File: src/hw/rtl/ssph_pkg.sv
package ssph_pkg;

    localparam int RSSI_W     = 8;
    localparam int BIN_W      = 7;
    localparam int FREQ_W     = 27;
    localparam int STEP_W     = 14;
    localparam int LOG_W      = 2;
    localparam int HOLD_W     = 8;
    localparam int REQ_W      = 2;
    localparam int CFG_ADDR_W = 3;
    localparam int CFG_DATA_W = 27;
    localparam int S_TDATA_W  = 8;
    localparam int M_TDATA_W  = 64;
    localparam int M_TUSER_W  = 1;

    typedef enum logic [REQ_W-1:0] {
        REQ_SAMPLE    = 2'd0,
        REQ_REMEASURE = 2'd1,
        REQ_BLACKLIST = 2'd2,
        REQ_RESTART   = 2'd3
    } req_t;

    localparam logic [CFG_ADDR_W-1:0] CFG_START_FREQ    = 3'd0;
    localparam logic [CFG_ADDR_W-1:0] CFG_STEP_SIZE     = 3'd1;
    localparam logic [CFG_ADDR_W-1:0] CFG_BINS_LOG      = 3'd2;
    localparam logic [CFG_ADDR_W-1:0] CFG_TRIGGER_LEVEL = 3'd3;
    localparam logic [CFG_ADDR_W-1:0] CFG_HOLD_SWEEPS   = 3'd4;

    localparam logic [FREQ_W-1:0] START_FREQ_RST    = 27'd43840000;
    localparam logic [STEP_W-1:0] STEP_SIZE_RST     = 14'd2500;
    localparam logic [LOG_W-1:0]  BINS_LOG_RST      = 2'd1;
    localparam logic [RSSI_W-1:0] TRIGGER_LEVEL_RST = 8'd50;
    localparam logic [HOLD_W-1:0] HOLD_SWEEPS_RST   = 8'd16;

    // 255 in the history marks a blacklisted bin; as a floor it means none yet
    localparam logic [RSSI_W-1:0] LEVEL_BLACKLIST = 8'd255;
    localparam logic [RSSI_W-1:0] LEVEL_NONE      = 8'd255;
    localparam logic [HOLD_W-1:0] AGE_MAX         = 8'd255;

    // item leaving the front stage
    typedef struct packed {
        logic              valid;
        req_t              req;
        logic [RSSI_W-1:0] rssi;
        logic              sweep_end;
    } item_t;

    // result leaving the tracking stage
    typedef struct packed {
        logic              valid;
        logic [BIN_W-1:0]  bin_index;
        logic              skipped;
        logic              sweep_end;
        logic [RSSI_W-1:0] peak_level;
        logic [RSSI_W-1:0] floor_level;
        logic              over_level;
    } res_t;

    typedef struct packed {
        logic [M_TDATA_W-1:0] tdata;
        logic                 tlast;
        logic [M_TUSER_W-1:0] tuser;
    } m_beat_t;

endpackage

File: src/hw/rtl/ssph_ram.sv
module ssph_ram #(
    parameter int WIDTH = 8,
    parameter int DEPTH = 128
) (
    input  logic                     aclk,
    input  logic                     we,
    input  logic [$clog2(DEPTH)-1:0] waddr,
    input  logic [WIDTH-1:0]         wdata,
    input  logic [$clog2(DEPTH)-1:0] raddr,
    output logic [WIDTH-1:0]         rdata
);

    logic [WIDTH-1:0] mem [DEPTH];

    always_ff @(posedge aclk) begin
        if (we) begin
            mem[waddr] <= wdata;
        end
        rdata <= mem[raddr];
    end

endmodule

File: src/hw/rtl/ssph_track.sv
module ssph_track #(
    parameter int AW = 7
) (
    input  logic                        aclk,
    input  logic                        aresetn,
    input  ssph_pkg::item_t             item,
    input  logic [AW-1:0]               item_pos,
    input  logic [ssph_pkg::RSSI_W-1:0] hist_rdata,
    input  logic [ssph_pkg::RSSI_W-1:0] trigger_level,
    input  logic [ssph_pkg::HOLD_W-1:0] hold_sweeps,
    input  logic                        trig_wr,
    output logic                        mem_we,
    output logic [AW-1:0]               mem_waddr,
    output logic [ssph_pkg::RSSI_W-1:0] mem_wdata,
    output ssph_pkg::res_t              res,
    output logic [AW-1:0]               held_bin
);
    import ssph_pkg::*;

    logic              clearing_reg, clearing_next;
    logic [RSSI_W-1:0] sweep_max_reg, sweep_max_next;
    logic [AW-1:0]     sweep_max_bin_reg, sweep_max_bin_next;
    logic [RSSI_W-1:0] running_min_reg, running_min_next;
    logic [RSSI_W-1:0] held_level_reg, held_level_next;
    logic [AW-1:0]     held_bin_reg, held_bin_next;
    logic              held_valid_reg, held_valid_next;
    logic [HOLD_W-1:0] hold_age_reg, hold_age_next;
    logic [RSSI_W-1:0] auto_trigger_reg, auto_trigger_next;
    res_t              res_reg, res_next;

    // last cycle's write, for a read issued in that same cycle
    logic              fwd_we_reg;
    logic [AW-1:0]     fwd_addr_reg;
    logic [RSSI_W-1:0] fwd_data_reg;

    logic [RSSI_W-1:0] hist;
    logic [HOLD_W-1:0] age_inc;
    logic [RSSI_W-1:0] eff_trigger;
    logic [AW-1:0]     idx;
    logic              skip;

    assign hist = (fwd_we_reg && fwd_addr_reg == item_pos) ? fwd_data_reg : hist_rdata;
    assign age_inc = (hold_age_reg != AGE_MAX) ? hold_age_reg + 1'b1 : hold_age_reg;

    always_comb begin
        clearing_next      = clearing_reg;
        sweep_max_next     = sweep_max_reg;
        sweep_max_bin_next = sweep_max_bin_reg;
        running_min_next   = running_min_reg;
        held_level_next    = held_level_reg;
        held_bin_next      = held_bin_reg;
        held_valid_next    = held_valid_reg;
        hold_age_next      = hold_age_reg;
        auto_trigger_next  = auto_trigger_reg;
        mem_we             = 1'b0;
        mem_waddr          = item_pos;
        mem_wdata          = item.rssi;
        idx                = '0;
        skip               = 1'b0;
        if (item.valid) begin
            case (item.req)
                REQ_SAMPLE: begin
                    idx = item_pos;
                    if (!clearing_reg && hist == LEVEL_BLACKLIST) begin
                        skip = 1'b1;
                    end else begin
                        mem_we = 1'b1;
                        if (item.rssi > sweep_max_reg) begin
                            sweep_max_next     = item.rssi;
                            sweep_max_bin_next = item_pos;
                        end
                        if (item.rssi < running_min_reg) begin
                            running_min_next = item.rssi;
                        end
                    end
                    if (item.sweep_end) begin
                        clearing_next = 1'b0;
                        hold_age_next = age_inc;
                        if (trigger_level == '0 && auto_trigger_reg == '0) begin
                            auto_trigger_next = sweep_max_next;
                        end
                        if (!held_valid_reg || sweep_max_next > held_level_reg
                                || age_inc >= hold_sweeps) begin
                            hold_age_next   = '0;
                            held_level_next = sweep_max_next;
                            held_bin_next   = sweep_max_bin_next;
                            held_valid_next = 1'b1;
                        end
                        sweep_max_next     = '0;
                        sweep_max_bin_next = '0;
                    end
                end
                REQ_REMEASURE: begin
                    idx             = held_bin_reg;
                    mem_we          = 1'b1;
                    mem_waddr       = held_bin_reg;
                    held_level_next = item.rssi;
                end
                REQ_BLACKLIST: begin
                    idx             = held_bin_reg;
                    mem_we          = 1'b1;
                    mem_waddr       = held_bin_reg;
                    mem_wdata       = LEVEL_BLACKLIST;
                    held_level_next = '0;
                    held_valid_next = 1'b0;
                end
                REQ_RESTART: begin
                    clearing_next      = 1'b1;
                    sweep_max_next     = '0;
                    sweep_max_bin_next = '0;
                    held_level_next    = '0;
                    held_valid_next    = 1'b0;
                end
                default: begin
                end
            endcase
        end
        if (trig_wr) begin
            auto_trigger_next = '0;
        end
    end

    assign eff_trigger = (trigger_level != '0) ? trigger_level : auto_trigger_next;

    always_comb begin
        res_next.valid       = item.valid;
        res_next.bin_index   = BIN_W'(idx);
        res_next.skipped     = skip;
        res_next.sweep_end   = item.sweep_end;
        res_next.peak_level  = held_level_next;
        res_next.floor_level = running_min_next;
        res_next.over_level  = held_level_next >= eff_trigger;
    end

    always_ff @(posedge aclk) begin
        if (!aresetn) begin
            clearing_reg      <= 1'b1;
            sweep_max_reg     <= '0;
            sweep_max_bin_reg <= '0;
            running_min_reg   <= LEVEL_NONE;
            held_level_reg    <= '0;
            held_bin_reg      <= '0;
            held_valid_reg    <= 1'b0;
            hold_age_reg      <= '0;
            auto_trigger_reg  <= '0;
            res_reg.valid     <= 1'b0;
            fwd_we_reg        <= 1'b0;
        end else begin
            clearing_reg      <= clearing_next;
            sweep_max_reg     <= sweep_max_next;
            sweep_max_bin_reg <= sweep_max_bin_next;
            running_min_reg   <= running_min_next;
            held_level_reg    <= held_level_next;
            held_bin_reg      <= held_bin_next;
            held_valid_reg    <= held_valid_next;
            hold_age_reg      <= hold_age_next;
            auto_trigger_reg  <= auto_trigger_next;
            res_reg           <= res_next;
            fwd_we_reg        <= mem_we;
        end
        fwd_addr_reg <= mem_waddr;
        fwd_data_reg <= mem_wdata;
    end

    assign res      = res_reg;
    assign held_bin = held_bin_reg;

    a_sweep_close: assert property (@(posedge aclk) disable iff (!aresetn)
        item.valid && item.req == REQ_SAMPLE && item.sweep_end
        |=> sweep_max_reg == '0 && !clearing_reg && held_valid_reg)
        else $error("sweep close left tracking state inconsistent");

    a_blacklist_drop: assert property (@(posedge aclk) disable iff (!aresetn)
        item.valid && item.req == REQ_BLACKLIST |=> !held_valid_reg && held_level_reg == '0)
        else $error("blacklist did not drop the held peak");

endmodule

File: src/hw/rtl/ssph_outq.sv
module ssph_outq #(
    parameter int AW = 7
) (
    input  logic                        aclk,
    input  logic                        aresetn,
    input  ssph_pkg::res_t              res,
    input  logic [AW-1:0]               held_bin,
    input  logic [ssph_pkg::FREQ_W-1:0] start_freq,
    input  logic [ssph_pkg::STEP_W-1:0] step_size,
    input  logic [1:0]                  pend,
    output logic                        room,
    output logic                        m_tvalid,
    input  logic                        m_tready,
    output ssph_pkg::m_beat_t           head
);
    import ssph_pkg::*;

    localparam int QDEPTH = 4;
    localparam int QPW    = $clog2(QDEPTH);
    localparam int CNTW   = QPW + 1;
    localparam int PW     = AW + STEP_W;
    localparam int PAD_W  = M_TDATA_W - (2 * BIN_W + 2 * RSSI_W + FREQ_W + 1);

    m_beat_t         q_mem [QDEPTH];
    logic [QPW-1:0]  wr_ptr_reg, rd_ptr_reg;
    logic [CNTW-1:0] count_reg, count_next;
    logic            push, pop;
    logic [PW-1:0]   prod;
    logic [FREQ_W-1:0] freq;
    logic [CNTW:0]   occ;
    m_beat_t         beat;

    assign prod = PW'(held_bin) * PW'(step_size);
    assign freq = start_freq + FREQ_W'(prod);

    always_comb begin
        beat.tdata = {{PAD_W{1'b0}}, res.over_level, res.floor_level, freq,
                      res.peak_level, BIN_W'(held_bin), res.bin_index};
        beat.tlast = res.sweep_end;
        beat.tuser = res.skipped;
    end

    assign push     = res.valid;
    assign m_tvalid = count_reg != '0;
    assign pop      = m_tvalid && m_tready;
    assign head     = q_mem[rd_ptr_reg];

    // everything in flight upstream must still find a slot here
    assign occ  = (CNTW + 1)'(count_reg) + (CNTW + 1)'(pend) - (CNTW + 1)'(pop);
    assign room = occ < (CNTW + 1)'(QDEPTH);

    always_comb begin
        count_next = count_reg;
        if (push && !pop) begin
            count_next = count_reg + 1'b1;
        end else if (pop && !push) begin
            count_next = count_reg - 1'b1;
        end
    end

    always_ff @(posedge aclk) begin
        if (!aresetn) begin
            wr_ptr_reg <= '0;
            rd_ptr_reg <= '0;
            count_reg  <= '0;
        end else begin
            if (push) begin
                wr_ptr_reg <= wr_ptr_reg + 1'b1;
            end
            if (pop) begin
                rd_ptr_reg <= rd_ptr_reg + 1'b1;
            end
            count_reg <= count_next;
        end
        if (push) begin
            q_mem[wr_ptr_reg] <= beat;
        end
    end

    a_count_bound: assert property (@(posedge aclk) disable iff (!aresetn)
        count_reg <= CNTW'(QDEPTH))
        else $error("result queue count out of range");

    a_no_overflow: assert property (@(posedge aclk) disable iff (!aresetn)
        push |-> count_reg != CNTW'(QDEPTH) || pop)
        else $error("result pushed into a full queue");

endmodule

File: src/hw/rtl/spectrum_sweep_peak_hold_core.sv
// channel | dir | handshake            | payload
// s_      | in  | s_tvalid / s_tready  | tdata: rssi; tuser: req_type
// m_      | out | m_tvalid / m_tready  | tdata: result fields; tlast: sweep_end; tuser: skipped
// cfg_    | in  | cfg_valid / cfg_ready| cfg_addr: register index; cfg_data: value
//
// one item per cycle sustained while s_tready is high; the history memory is read in the accept cycle and
// written back the cycle after, with a one-entry bypass for back-to-back hits
// each result passes the item register, the tracking result register and the result queue on its way to m_
// after reset the history memory is zeroed, one address at a time; s_tready stays low
// a four-entry result queue absorbs m_ stalls; s_tready drops once it and the
// pipeline together hold four items and no m_ beat leaves in that cycle
module spectrum_sweep_peak_hold_core #(
    parameter int MAX_BINS = 128
) (
    input  logic                            aclk,
    input  logic                            aresetn,
    input  logic                            s_tvalid,
    output logic                            s_tready,
    input  logic [ssph_pkg::S_TDATA_W-1:0]  s_tdata,   // [7:0] rssi
    input  logic [ssph_pkg::REQ_W-1:0]      s_tuser,   // [1:0] req_type
    output logic                            m_tvalid,
    input  logic                            m_tready,
    // [6:0] bin_index, [13:7] peak_bin, [21:14] peak_level, [48:22] peak_freq,
    // [56:49] floor_level, [57] over_level, [63:58] zero
    output logic [ssph_pkg::M_TDATA_W-1:0]  m_tdata,
    output logic                            m_tlast,   // sweep_end
    output logic [ssph_pkg::M_TUSER_W-1:0]  m_tuser,   // [0] skipped
    input  logic                            cfg_valid,
    output logic                            cfg_ready,
    input  logic [ssph_pkg::CFG_ADDR_W-1:0] cfg_addr,
    input  logic [ssph_pkg::CFG_DATA_W-1:0] cfg_data
);
    import ssph_pkg::*;

    localparam int AW = $clog2(MAX_BINS);
    localparam int CW = AW + 1;

    logic [FREQ_W-1:0] start_freq_reg;
    logic [STEP_W-1:0] step_size_reg;
    logic [LOG_W-1:0]  bins_log_reg;
    logic [RSSI_W-1:0] trigger_level_reg;
    logic [HOLD_W-1:0] hold_sweeps_reg;
    logic              cfg_fire, trig_wr;

    logic              clr_busy_reg;
    logic [AW-1:0]     clr_addr_reg;

    logic [AW-1:0]     bin_pos_reg, bin_pos_next;
    logic [CW-1:0]     bin_count, pos_inc;
    logic [AW-1:0]     pos_eff;
    logic              a_end, s_fire, q_room;
    req_t              req_in;
    item_t             a_item_reg, a_item_next;
    logic [AW-1:0]     a_pos_reg;

    logic              trk_we, mem_we;
    logic [AW-1:0]     trk_waddr, mem_waddr;
    logic [RSSI_W-1:0] trk_wdata, mem_wdata, hist_rdata;
    res_t              res;
    logic [AW-1:0]     held_bin;
    logic [1:0]        pend;
    m_beat_t           head;

    // configuration
    assign cfg_ready = 1'b1;
    assign cfg_fire  = cfg_valid && cfg_ready;
    assign trig_wr   = cfg_fire && cfg_addr == CFG_TRIGGER_LEVEL;

    always_ff @(posedge aclk) begin
        if (!aresetn) begin
            start_freq_reg    <= START_FREQ_RST;
            step_size_reg     <= STEP_SIZE_RST;
            bins_log_reg      <= BINS_LOG_RST;
            trigger_level_reg <= TRIGGER_LEVEL_RST;
            hold_sweeps_reg   <= HOLD_SWEEPS_RST;
        end else if (cfg_fire) begin
            case (cfg_addr)
                CFG_START_FREQ:    start_freq_reg    <= cfg_data[FREQ_W-1:0];
                CFG_STEP_SIZE:     step_size_reg     <= cfg_data[STEP_W-1:0];
                CFG_BINS_LOG:      bins_log_reg      <= cfg_data[LOG_W-1:0];
                CFG_TRIGGER_LEVEL: trigger_level_reg <= cfg_data[RSSI_W-1:0];
                CFG_HOLD_SWEEPS:   hold_sweeps_reg   <= cfg_data[HOLD_W-1:0];
                default: begin
                end
            endcase
        end
    end

    // history zeroing after reset
    always_ff @(posedge aclk) begin
        if (!aresetn) begin
            clr_busy_reg <= 1'b1;
            clr_addr_reg <= '0;
        end else if (clr_busy_reg) begin
            clr_addr_reg <= clr_addr_reg + 1'b1;
            if (clr_addr_reg == AW'(MAX_BINS - 1)) begin
                clr_busy_reg <= 1'b0;
            end
        end
    end

    // front stage: bin position and history read
    assign bin_count = CW'(MAX_BINS) >> bins_log_reg;
    assign pos_eff   = (CW'(bin_pos_reg) >= bin_count) ? '0 : bin_pos_reg;
    assign pos_inc   = CW'(pos_eff) + CW'(1);
    assign a_end     = pos_inc >= bin_count;
    assign req_in    = req_t'(s_tuser);
    assign s_tready  = !clr_busy_reg && q_room;
    assign s_fire    = s_tvalid && s_tready;

    always_comb begin
        bin_pos_next = bin_pos_reg;
        if (s_fire) begin
            case (req_in)
                REQ_SAMPLE:  bin_pos_next = a_end ? '0 : pos_inc[AW-1:0];
                REQ_RESTART: bin_pos_next = '0;
                default: begin
                end
            endcase
        end
    end

    always_comb begin
        a_item_next.valid     = s_fire;
        a_item_next.req       = req_in;
        a_item_next.rssi      = s_tdata[RSSI_W-1:0];
        a_item_next.sweep_end = req_in == REQ_SAMPLE && a_end;
    end

    always_ff @(posedge aclk) begin
        if (!aresetn) begin
            bin_pos_reg      <= '0;
            a_item_reg.valid <= 1'b0;
        end else begin
            bin_pos_reg <= bin_pos_next;
            a_item_reg  <= a_item_next;
        end
        a_pos_reg <= pos_eff;
    end

    assign mem_we    = clr_busy_reg || trk_we;
    assign mem_waddr = clr_busy_reg ? clr_addr_reg : trk_waddr;
    assign mem_wdata = clr_busy_reg ? '0 : trk_wdata;

    ssph_ram #(
        .WIDTH (RSSI_W),
        .DEPTH (MAX_BINS)
    ) u_history (
        .aclk  (aclk),
        .we    (mem_we),
        .waddr (mem_waddr),
        .wdata (mem_wdata),
        .raddr (pos_eff),
        .rdata (hist_rdata)
    );

    ssph_track #(
        .AW (AW)
    ) u_track (
        .aclk          (aclk),
        .aresetn       (aresetn),
        .item          (a_item_reg),
        .item_pos      (a_pos_reg),
        .hist_rdata    (hist_rdata),
        .trigger_level (trigger_level_reg),
        .hold_sweeps   (hold_sweeps_reg),
        .trig_wr       (trig_wr),
        .mem_we        (trk_we),
        .mem_waddr     (trk_waddr),
        .mem_wdata     (trk_wdata),
        .res           (res),
        .held_bin      (held_bin)
    );

    assign pend = {1'b0, a_item_reg.valid} + {1'b0, res.valid};

    ssph_outq #(
        .AW (AW)
    ) u_outq (
        .aclk       (aclk),
        .aresetn    (aresetn),
        .res        (res),
        .held_bin   (held_bin),
        .start_freq (start_freq_reg),
        .step_size  (step_size_reg),
        .pend       (pend),
        .room       (q_room),
        .m_tvalid   (m_tvalid),
        .m_tready   (m_tready),
        .head       (head)
    );

    assign m_tdata = head.tdata;
    assign m_tlast = head.tlast;
    assign m_tuser = head.tuser;

    a_clear_quiet: assert property (@(posedge aclk) disable iff (!aresetn)
        clr_busy_reg |-> !a_item_reg.valid && !res.valid && !trk_we)
        else $error("item in flight during history zeroing");

endmodule

File: config.mk
export PLATFORM = sky130hd
export DESIGN_NAME = spectrum_sweep_peak_hold_core
export DESIGN_NICKNAME = d
export VERILOG_FILES = /design/src/hw/rtl/ssph_pkg.sv /design/src/hw/rtl/ssph_ram.sv /design/src/hw/rtl/ssph_track.sv /design/src/hw/rtl/ssph_outq.sv /design/src/hw/rtl/spectrum_sweep_peak_hold_core.sv
export SDC_FILE = /design/constraint.sdc
export NUM_CORES = 2
export LEC_CHECK = 0
export ABC_AREA = 1
export BUFFER_PORTS_ARGS = -buffer_cell sky130_fd_sc_hd__buf_4
export CAP_MARGIN = 40
export CORE_ASPECT_RATIO = 0.9
export CORE_MARGIN = 3
export CORE_UTILIZATION = 44
export DETAILED_ROUTE_END_ITERATION = 6
export PLACE_DENSITY = 0.59
export REMOVE_ABC_BUFFERS = 1
export SLEW_MARGIN = 20
export SYNTH_ARGS = -nofsm -noshare
export SYNTH_HDL_FRONTEND = slang
export SYNTH_SLANG_ARGS = --single-unit
File: constraint.sdc
create_clock -name aclk -period 13.2 [get_ports aclk]
set_input_delay 0.66 -clock aclk [delete_from_list [all_inputs] [get_ports aclk]]
set_output_delay 0.66 -clock aclk [all_outputs]
set_load 0.01 [all_outputs]
======== Yosys cells after proc, flatten, opt, wreduce, memory -nomap -nowiden ========
Memories as Yosys holds them, arrays and structs flattened. A register that Yosys moved wholly into a read port is not among the register bits.
Cells that the tools add are included.
word-level totals
  register bits ........................... 199
  bits in writable memories ............... 1264
  input port bits ......................... 45
  word-level logic and storage cells ...... 171
  memories kept ........................... 2
operators by class
  $add $sub $neg .......................... 11
  $mul .................................... 1
  order comparisons ....................... 8
  equality and inequality tests ........... 14
  shifts and indexed selects .............. 1
  muxes and demuxes ....................... 56
  reductions and logical operators ........ 43
memories
  memory         words  bits a word  rd ports  clocked after memory_dff  write ports  line             RTL
  u_history.mem  128    8            1         1                         1            ssph_ram.sv:13   logic [WIDTH-1:0] mem [DEPTH];
  u_outq.q_mem   4      60           1         1                         1            ssph_outq.sv:24  m_beat_t q_mem [QDEPTH];
operator list
  cell                                                                number
  8-bit two-way mux                                                   24
  7-bit two-way mux                                                   8
  7-bit one-hot mux with 2 select lines                               3
  27-bit by 21-bit adder with 27-bit output                           1
  8-bit greater-or-equal comparator                                   3
  8-bit one-hot mux with 3 select lines                               1
  7-bit by 14-bit multiplier with 21-bit output                       1
  8-bit > comparator                                                  2
  8-bit zero test                                                     2
  8-bit one-hot mux with 2 select lines                               1
  2-bit AND reduction                                                 8
  1-bit two-way mux                                                   12
  1-bit logical AND                                                   10
  7-bit by 1-bit adder with 8-bit output, second input constant       1
  8-bit by 1-bit adder with 8-bit output, second input constant       1
  8-bit equality test, second input constant                          1
  7-bit by 8-bit greater-or-equal comparator with 1-bit output        1
  8-bit < comparator                                                  1
  8-bit != test, second input constant                                1
  4-bit AND reduction                                                 2
  2-bit nonzero test                                                  4
  8-bit nonzero test                                                  1
  8-bit by 2-bit right shift with 8-bit output, first input constant  1
  7-bit by 1-bit adder with 7-bit output, second input constant       1
  26 further kinds                                                    43

======== Longest topological paths before layout ========
  word-level depth ........................ 16
  gate-level depth with buffers ........... 34
  depth with buffers taken out ............ 32

======== Hierarchy ========
From an unflattened synthesis, not the netlist that was laid out.
unflattened totals
  cell total of the unflattened synthesis .. 6211
  area total of the unflattened synthesis .. 65486.6 um2
by module, submodules not included
  module                         times used  cells each  area an instance (um2)
  ssph_ram                       1           3575        42104.1
  ssph_outq                      1           1387        13970.9
  ssph_track                     1           781         5665.4
  spectrum_sweep_peak_hold_core  1           468         3746.1

======== Least setup slack after synthesis ========
Ideal clock, no wire load.
  path type ............................... register -> register
  start point ............................. reg a_item_reg[9] in the netlist's numbering
  end point ............................... mem u_history.mem[0][5], data pin
  setup time .............................. 0.889 ns
  arrival ................................. 4.439 ns
  required time ........................... 12.311 ns
  setup slack ............................. 7.872 ns
  cell stages (with the launch flop) ...... 6
  buffers on the path ..................... 1
  period minus slack after synthesis ...... 5.328 ns
  cell sequence ........................... edfxtp_1 inv_1 ha_1 nand2_1 clkbuf_1 a21oi_1
between the ends
  word-level cells in the longest chain between the ends .. 4
ends and longest elaborated chain
  item                      line                                  RTL
  start: declaration        spectrum_sweep_peak_hold_core.sv:53   item_t a_item_reg, a_item_next;
  start signal: assignment  spectrum_sweep_peak_hold_core.sv:136  a_item_reg <= a_item_next;
  2-bit equality test       ssph_track.sv:61                      case (item.req)
  8-bit two-way mux         ssph_track.sv:61
  8-bit two-way mux         ssph_track.sv:60                      if (item.valid) begin
  8-bit two-way mux         spectrum_sweep_peak_hold_core.sv:143  assign mem_wdata = clr_busy_reg ? '0 : trk_wdata;
  named net mem_wdata[5]    spectrum_sweep_peak_hold_core.sv:58   logic [RSSI_W-1:0] trk_wdata, mem_wdata, hist_rdata;
  end: declaration          ssph_ram.sv:13
The timed path passes the listed nets, and every way through them passes these cells.

==> results.txt <==
Synthesized area per cell - 10.4 sq um
R2R depth - 28
WL/cell - 21.5 microns
Crit path DAT - 6200 ps
Status - finished clean
Largest net degree at the start of global routing - 210
Worst setup path class - reg2reg
Worst r2r src - u_history.rdata[4]$_DFF_P_
Area leader, netlist - edfxtp_1
# Post-CTS Setup Buffers - 0
First-pass GRT wire length - 282000 microns
Reg2Reg Setup Slack - 7520 ps
Largest Register - u_history.mem
Power Density - 130 mW/mm^2
Hold buffer count at CTS - 0
Clock power share - 0.432
Synthesized area - 0.0679 sq mm
Wirelength, routed - 185000 microns
Via density - 5.42
Final Hold Fails - 0
Initial core utilization - 0.444
Relative slew slack - 0.244
RSZ-0062 raised after global routing - false
Root Driver - clkbuf_16
Synth top area cells - edfxtp_1, nand3_1, nand2_1, dfxtp_1, inv_1
Io pins - 114
Worst setup path start - u_history.rdata[4]$_DFF_P_
Layout cells sized above 1 - 0.0760
Resized cells post-CTS - 0
Biggest regs - u_history.mem: 1024 flops, u_outq.q_mem: 240 flops
Port buffer count - 106
CTS tree - done
Cell-internal power - 7670 uW
Multi-input logic area - 0.0204 sq mm
Post-synth top area share - 0.576
Yosys warning count - 0
Vias in the first global route - 44700
Least-Margin Pin Slew - 1130 ps
Switch Pwr - 2220 uW
Clk Latency, worst-skew pair - 790 ps
Violation count after the first detailed-route iteration - 5108
Worst clock skew - 29.2 ps
Final Wtd Congestion - 0.899
Critical Path Sink - u_track.res[0]$_DFFE_PP_
Startpoint Class - register
Final worst slack - 7520 ps
Final Setup Violations - 0
Clk sinks - 1473
Yosys reg bits - 1473
Num CTS Buffers - 152
Comb pwr share - 0.055
Worst Path Required - 13720 ps
Hold WS - 64.3 ps
DR DRC count - 0
Final nets - 6729
Switching Fraction - 0.225
Die height - 379 microns
Seq pwr share - 0.512
Slowest CP cell - nor2_1
Ys async rst share - 0
Core area - 0.153 sq mm
Worst hold path type - in2reg
Syn Inst Count - 6509
Global route total overflow - 0
Sequential-to-total area share from yosys stat - 0.626
Die width - 420 microns
Yosys cell types - 51
Part of the cycle the worst path needs - 0.430
Final HPWL DP - 113000 microns
Gr usage total - 0.232
Initial antenna violation count - 0
Via Count - 46700
Max reg flops - 1024
Total die area - 0.159 sq mm
Most common cell on crit path - nand2_1
Place WS - 7630 ps
Crit-path max FO - 23
Antenna-violating nets left - 0
Worst setup EP type - register
Top FF cell, synth - edfxtp_1
Critical R2R Capture - u_track.res[0]$_DFFE_PP_
Fill count - 13700
Max Buffers Root-to-Sink - 3
Area Growth Syn to Fin - 11.8%
Final worst path period need - 5680 ps
Drt first pass iters - 6
Total Power - 9890 uW
Crit path largest cell delay - 600 ps
VDD IR max - 0.129 mV
Final slew viol count - 0
Number of synthesized flops with an enable pin - 1301
Row cnt - 136
CTS HTree Levels - 4
Max Cap Violations - 0
Static Leak - 0.0301 uW
Register Area - 0.0425 sq mm
Max frequency - 0.176 GHz
Reg clk slew, reported paths - 60 ps
cell families after synthesis:
kind of cell | synth area share
simple gates | 0.209
flops | 0.626
buf+inv | 0.0759
compound gates | 0.0405
fa+ha+maj | 0.0438
xor+xnor | 0.00465
other cells | 0.000111
final cells by class:
cell class              count  area share
diodes                      1   0.0000330
clock buffers             202      0.0542
clock inverters            78      0.0109
inverters                 897      0.0446
multi-input cells        3752       0.269
flip-flops and latches   1473       0.560
well taps                2001      0.0330
repair buffers            218      0.0283
critical path, delay by kind of cell (launching register included):
family          cells  cell delay [ps]
simple gates       19             3590
fa+ha+maj           2              590
compound gates      5              740
flops               1              310
buf+inv             2              150
how the worst min path moves through the flow:
stage / slack (ps) / cells past startpoint / startpoint / endpoint
after floorplan: 430 / 2 / u_track.clearing_reg$_SDFFE_PN1P_ / u_track.clearing_reg$_SDFFE_PN1P_
after global placement: 450 / 2 / u_outq.rd_ptr_reg[1]$_SDFFE_PN0P_ / register
after detailed placement: 450 / 2 / u_outq.rd_ptr_reg[1]$_SDFFE_PN0P_ / register
after CTS: 5 / 1 / s_tdata[2] / a_item_reg[3]$_DFFE_PP_
after global routing: 20 / 1 / s_tdata[2] / a_item_reg[3]$_DFFE_PP_
final: 60 / 1 / s_tdata[2] / a_item_reg[3]$_DFFE_PP_
routing by layer:
layer	share of wire	GRT usage	vias to the layer above
met3	0.078	0.0442	299
met2	0.45	0.353	1764
met5	0	0	-
li1	-	-	21900
met4	0.028	0.0697	0
met1	0.45	0.336	22700
stage by stage:
stage | utilization | setup TNS [ps] | instances | cell area (sq um)
after CTS | 0.495 | 0 | 8601 | 75700
after floorplan | - | -42670 | 6122 | 66100
after detailed placement | 0.462 | 0 | 8321 | 70700
after global routing | 0.496 | 0 | 8621 | 75900
final | 0.496 | 0 | 8622 | 75900
after global placement | 0.458 | 0 | 8289 | 70100
synthesized netlist by cell type (29+ instances only):
library cell and number:
buf_1 29, nand3b_1 353, a21oi_1 151, o22ai_1 61, o21ai_0 218, buf_2 173
fa_1 79, clkbuf_1 166, ha_1 111, inv_1 883, nand3_1 1048, dfxtp_1 172
edfxtp_1 1301, nand2_1 1158, nor2_1 375
placed cells by master, fill, tap and decap left out, types with 7 or more instances in the layout:
cell       count
clkbuf_1      41
buf_4        185
clkinv_2      27
dfxtp_1      169
a21oi_1      143
clkbuf_16    155
buf_16        20
nand4_1       14
inv_2         15
nand2_1     1155
o21ai_1       22
nand3_1     1048
fa_1          79
o21ai_0      218
inv_1        875
nor2_1       374
bufinv_16     12
o22ai_1       61
xor2_1        23
a21oi_4        8
ha_1         111
nand3b_1     353
nand2_2       11
nor3_1        19
buf_12         8
nor4_1         8
conb_1         7
or2_1          9
clkinv_1      24
edfxtp_1    1301
o21a_1        10
o211ai_1      20
xnor2_1       13
power groups by stage:
stage               Combinational (uW)  Sequential [uW]  Clock, uW
global route                       606             5070       4550
finish                             549             5070       4280
floorplan                          273             5170          0
global placement                   536             5160          0
CTS                                553             5070       4350
detailed placement                 551             5170          0
Note: power is estimated with default switching activity, not from simulation.
